$ cat src/hw/rtl/dwkrl_pkg.sv
// ----------------------------------------------------------------------------
// dwkrl_pkg
// Shared constants, types and helpers of the dual-window keyed rate limiter.
// ----------------------------------------------------------------------------
`default_nettype none

package dwkrl_pkg;

  localparam int NUM_SLOTS = 64;
  localparam int SLOT_W = (NUM_SLOTS > 1) ? $clog2(NUM_SLOTS) : 1;
  localparam logic [SLOT_W-1:0] SLOT_LAST = SLOT_W'(NUM_SLOTS - 1);

  localparam int TIME_W = 40;
  localparam int ID_W = 32;
  localparam int CNT_W = 16;
  localparam int CFG_IDX_W = 3;
  localparam int CFG_DATA_W = 16;

  localparam logic [CNT_W-1:0] MINUTE_SECONDS = 16'd60;

  localparam logic [CFG_DATA_W-1:0] RST_BURST_SECONDS = 16'd10;
  localparam logic [CFG_DATA_W-1:0] RST_GLOBAL_BURST_LIMIT = 16'd100;
  localparam logic [CFG_DATA_W-1:0] RST_GLOBAL_MINUTE_LIMIT = 16'd600;
  localparam logic [CFG_DATA_W-1:0] RST_KEY_BURST_LIMIT = 16'd5;
  localparam logic [CFG_DATA_W-1:0] RST_KEY_MINUTE_LIMIT = 16'd30;

  typedef enum logic [CFG_IDX_W-1:0] {
    REG_BURST_SECONDS       = 3'd0,
    REG_GLOBAL_BURST_LIMIT  = 3'd1,
    REG_GLOBAL_MINUTE_LIMIT = 3'd2,
    REG_KEY_BURST_LIMIT     = 3'd3,
    REG_KEY_MINUTE_LIMIT    = 3'd4
  } cfg_reg_t;

  typedef enum logic [2:0] {
    ST_IDLE,
    ST_GWIN,
    ST_GCHK,
    ST_SCAN,
    ST_WAIT,
    ST_SEL,
    ST_KCHK
  } state_t;

  typedef struct packed {
    logic [ID_W-1:0]   conversation;
    logic [ID_W-1:0]   actor;
    logic [TIME_W-1:0] burst_start;
    logic [TIME_W-1:0] minute_start;
    logic [CNT_W-1:0]  burst_cnt;
    logic [CNT_W-1:0]  minute_cnt;
  } row_t;

  typedef struct packed {
    logic              load;
    logic              gwin;
    logic              scan_clear;
    logic              rd_en;
    logic [SLOT_W-1:0] rd_addr;
    logic              sel;
    logic              commit;
    logic              reject;
  } cmd_t;

  typedef struct packed {
    logic bad;
    logic global_full;
    logic hit_now;
  } status_t;

  // A window is over when time went backwards or its length has elapsed.
  function automatic logic window_over(input logic [TIME_W-1:0] now,
                                       input logic [TIME_W-1:0] start,
                                       input logic [CNT_W-1:0] len);
    logic signed [TIME_W:0] diff;
    diff = $signed({now[TIME_W-1], now}) - $signed({start[TIME_W-1], start});
    return diff[TIME_W] || (diff >= $signed({{(TIME_W + 1 - CNT_W){1'b0}}, len}));
  endfunction

endpackage

`default_nettype wire

$ cat src/hw/rtl/dwkrl_ctrl.sv
// ----------------------------------------------------------------------------
// dwkrl_ctrl
// Sequencer: global window step, global check, table scan, slot update.
// ----------------------------------------------------------------------------
`default_nettype none

module dwkrl_ctrl (
  input  logic                clk,
  input  logic                rst,
  input  logic                start,
  input  dwkrl_pkg::status_t  status,
  output dwkrl_pkg::cmd_t     cmd,
  output logic                busy
);

  dwkrl_pkg::state_t state, state_next;
  logic [dwkrl_pkg::SLOT_W-1:0] scan_cnt, scan_cnt_next;

  always_ff @(posedge clk) begin
    if (rst) begin
      state <= dwkrl_pkg::ST_IDLE;
      scan_cnt <= '0;
    end else begin
      state <= state_next;
      scan_cnt <= scan_cnt_next;
    end
  end

  always_comb begin
    state_next = state;
    scan_cnt_next = scan_cnt;
    cmd = '0;
    unique case (state)
      dwkrl_pkg::ST_IDLE: begin
        if (start) begin
          cmd.load = 1'b1;
          state_next = dwkrl_pkg::ST_GWIN;
        end
      end
      dwkrl_pkg::ST_GWIN: begin
        if (status.bad) begin
          cmd.reject = 1'b1;
          state_next = dwkrl_pkg::ST_IDLE;
        end else begin
          cmd.gwin = 1'b1;
          state_next = dwkrl_pkg::ST_GCHK;
        end
      end
      dwkrl_pkg::ST_GCHK: begin
        if (status.global_full) begin
          cmd.reject = 1'b1;
          state_next = dwkrl_pkg::ST_IDLE;
        end else begin
          cmd.scan_clear = 1'b1;
          scan_cnt_next = '0;
          state_next = dwkrl_pkg::ST_SCAN;
        end
      end
      dwkrl_pkg::ST_SCAN: begin
        // Reads are issued one slot a cycle; a hit stops the scan early.
        if (status.hit_now) begin
          state_next = dwkrl_pkg::ST_SEL;
        end else begin
          cmd.rd_en = 1'b1;
          cmd.rd_addr = scan_cnt;
          if (scan_cnt == dwkrl_pkg::SLOT_LAST) begin
            state_next = dwkrl_pkg::ST_WAIT;
          end else begin
            scan_cnt_next = scan_cnt + dwkrl_pkg::SLOT_W'(1);
          end
        end
      end
      dwkrl_pkg::ST_WAIT: begin
        state_next = dwkrl_pkg::ST_SEL;
      end
      dwkrl_pkg::ST_SEL: begin
        cmd.sel = 1'b1;
        state_next = dwkrl_pkg::ST_KCHK;
      end
      dwkrl_pkg::ST_KCHK: begin
        cmd.commit = 1'b1;
        state_next = dwkrl_pkg::ST_IDLE;
      end
      default: begin
        state_next = dwkrl_pkg::ST_IDLE;
      end
    endcase
  end

  assign busy = (state != dwkrl_pkg::ST_IDLE);

endmodule

`default_nettype wire

$ cat config.mk
export PLATFORM = sky130hd
export DESIGN_NAME = dwkrl_ctrl
export DESIGN_NICKNAME = d
export VERILOG_FILES = /design/src/hw/rtl/dwkrl_pkg.sv /design/src/hw/rtl/dwkrl_ctrl.sv
export SDC_FILE = /design/constraint.sdc
export NUM_CORES = 1
export LEC_CHECK = 0
export ABC_AREA = 1
export BUFFER_PORTS_ARGS = -buffer_cell sky130_fd_sc_hd__clkbuf_2
export CORE_MARGIN = 5
export CORE_UTILIZATION = 50
export CTS_CLUSTER_SIZE = 8
export DETAILED_ROUTE_END_ITERATION = 12
export PLACE_DENSITY_LB_ADDON = 0.08
export SLEW_MARGIN = 20
export SYNTH_ARGS = -nofsm -noshare
export SYNTH_HDL_FRONTEND = slang
export SYNTH_SLANG_ARGS = --single-unit
$ cat constraint.sdc
create_clock -name clk -period 3.4 [get_ports clk]
set_input_delay 0 -clock clk [delete_from_list [all_inputs] [get_ports clk]]
set_output_delay 0 -clock clk [all_outputs]
set_load 0.02 [all_outputs]
==> metrics.cfg <==
[status]
status=finished clean

[run]
drv_cap=0

[hold_path]
hold_end=state[2]$_SDFFE_PP0P_
min-delay-start=start
hold_depth=5
hp-class=primary input to flop

[routing]
routedWlPerCell_um=10.0
drt-total-wl_mm=1.52
detail-route-antenna-nets=0
first_iter_violations=6
vias_per_cell=4.83
first_pass_iters=4
vias=734
drc_errors=0

[global_routing]
grt_max_degree=9
grt_pass1_wl_mm=2.49
met3_usage_pct=2.68
grt_util_met1_pct=20.4
use_met2_pct=23.8
grtUsageTotal_pct=15.7
overflow=0
gr-max-usage-layer=met2
antenna_found_initial=0
grt_pass1_vias=624

[timing]
timing.final.ws_setup_ns=1.87
min_period_ns=1.53
finalSetupTns_ns=0
clock.fmax_mhz=653
worst_pin_slew_ns=0.385
post-route-period-util_pct=45.0
skew_ns=0.00214
setup_viol=0
slew_headroom_pct=74.1
slew_violations=0
rsz0062_at_grt=no
hold_viol_final=0

[placed_design]
dp.cells=147
place_congestion=0.870
post-place-ws_ns=1.89
place_hpwl_mm=1.19
io_buffers=19

[worst_setup_path]
reg2reg_depth=6
crit_path_end_kind=flop
rr_endpoint=state[0]$_SDFFE_PP0P_
criticalPathCategory=flop to flop
rrSetupSlack_ns=1.87
cp.arrival_ns=1.69
required_ns=3.56
r2r_start=scan_cnt[0]$_SDFFE_PP0P_
startpoint_type=flop
crit_start=scan_cnt[0]$_SDFFE_PP0P_
path_max_fanout=6

[cells_and_area]
mostFrequentLayoutCell=nand2_1
fin_util_pct=64.9
multi_input_area_um2=435
drive_gt1_share_pct=27.7
seq_area_um2=180
antenna_cells=0
final_cells=152
fillers=137
nNetsFinal=145
area_growth_pct=21.6
mostFrequentLayoutCells=nand2_1 (23), nor2_1 (22), clkbuf_2 (19), inv_1 (18), nand3_1 (11)

[synth]
syn-instance-count=113
yosysSeqAreaShare_pct=25.9
yosys_warnings=0
synth_nets=120
ys_ff_latch=9
synth_cell_types=19
syn_area_um2=694
avgSynthCellArea_um2=6.15

[pwr]
vdd_drop_max_mv=0.203
p_per_area_nw_per_um2=323
p_leak_nw=0.416
finalPower_mw=0.273

[floorplan]
num_rows=13
initial_utilization_pct=53.4
fp.coreArea_um2=1300
io_pins=20
dieHeight_um=47.3
die_area_um2=2230
dieWidth_um=47.3

[cts]
tritoncts=yes
htree_levels=1
cts-root-buf=clkbuf_4
insertion_delay_ns=0.27
cts_sinks=9
cts_buffers=3
cts.path.max_buffers=2
clkTransAtPathRegs_ns=0.06

routing by layer:
layer / wire length (um) / part of all wire, %
met3: 106 / 7.0
met5: 0 / 0
met2: 605 / 40
met1: 772 / 51
met4: 38 / 2.5
where the power goes:
| part | total (mW) | switching [mW] | internal (mW) |
|---|---|---|---|
| Sequential | 0.119 | 0.00811 | 0.111 |
| Combinational | 0.0675 | 0.0445 | 0.0230 |
| Clock | 0.0860 | 0.0406 | 0.0454 |
stage by stage:
step,hold WS (ns),cell area (um^2)
final,0.0729,845
after global routing,0.119,845
after CTS,0.0762,845
after detailed placement,0.237,808
after global placement,0.237,808
after floorplan,0.0358,694
worst max-delay path: stages, from the launching register on:
cell and delay (ns):
dfxtp_1 0.41, ha_1 0.22, nand3_1 0.16, o21ai_0 0.38, inv_1 0.07, o21ai_1 0.14, nor2_1 0.05
cell type report:
| cell class | count | share of cell area [%] |
|---|---|---|
| timing repair buffer | 20 | 12.4 |
| clock buffer | 4 | 3.11 |
| multi-input combinational | 83 | 51.6 |
| inverter | 21 | 9.33 |
| sequential | 9 | 21.3 |
| tap | 15 | 2.22 |
cells in the mapped netlist, drive strengths merged:
| cell | number | area share, % |
|---|---|---|
| ha | 1 | 1.8 |
| o21ai | 5 | 4.1 |
| inv | 21 | 11 |
| nand2 | 25 | 16 |
| o22ai | 1 | 0.90 |
| nand3 | 13 | 11 |
| a21oi | 3 | 2.7 |
| nor3 | 6 | 4.3 |
| nor2 | 29 | 22 |
| dfxtp | 9 | 26 |
registers in the layout, indices dropped and copies added, names as in the netlist:
signal / flops
scan_cnt: 6
state: 3
timing repair:
action | in CTS | in global routing
gates resized for setup | 0 | 0
buffers inserted | 0 | 0
hold buffers | 1 | 0
endpoints found under the hold margin | 4 | 0
how the worst max path moves through the flow:
stage	to	slack [ns]
CTS	state[0]$_SDFFE_PP0P_	1.86
floorplan	state[1]$_SDFFE_PP0P_	2.03
detailed placement	state[0]$_SDFFE_PP0P_	1.89
finish	state[0]$_SDFFE_PP0P_	1.87
global placement	state[0]$_SDFFE_PP0P_	1.93
global route	state[0]$_SDFFE_PP0P_	1.66
cells by family after synthesis:
group | after synthesis | synth area share [%]
compound gates | 9 | 7.75
simple gates | 73 | 53.2
buf+inv | 21 | 11.4
fa+ha+maj | 1 | 1.80
flops | 9 | 25.9
Note: power is estimated with default switching activity, not from simulation.
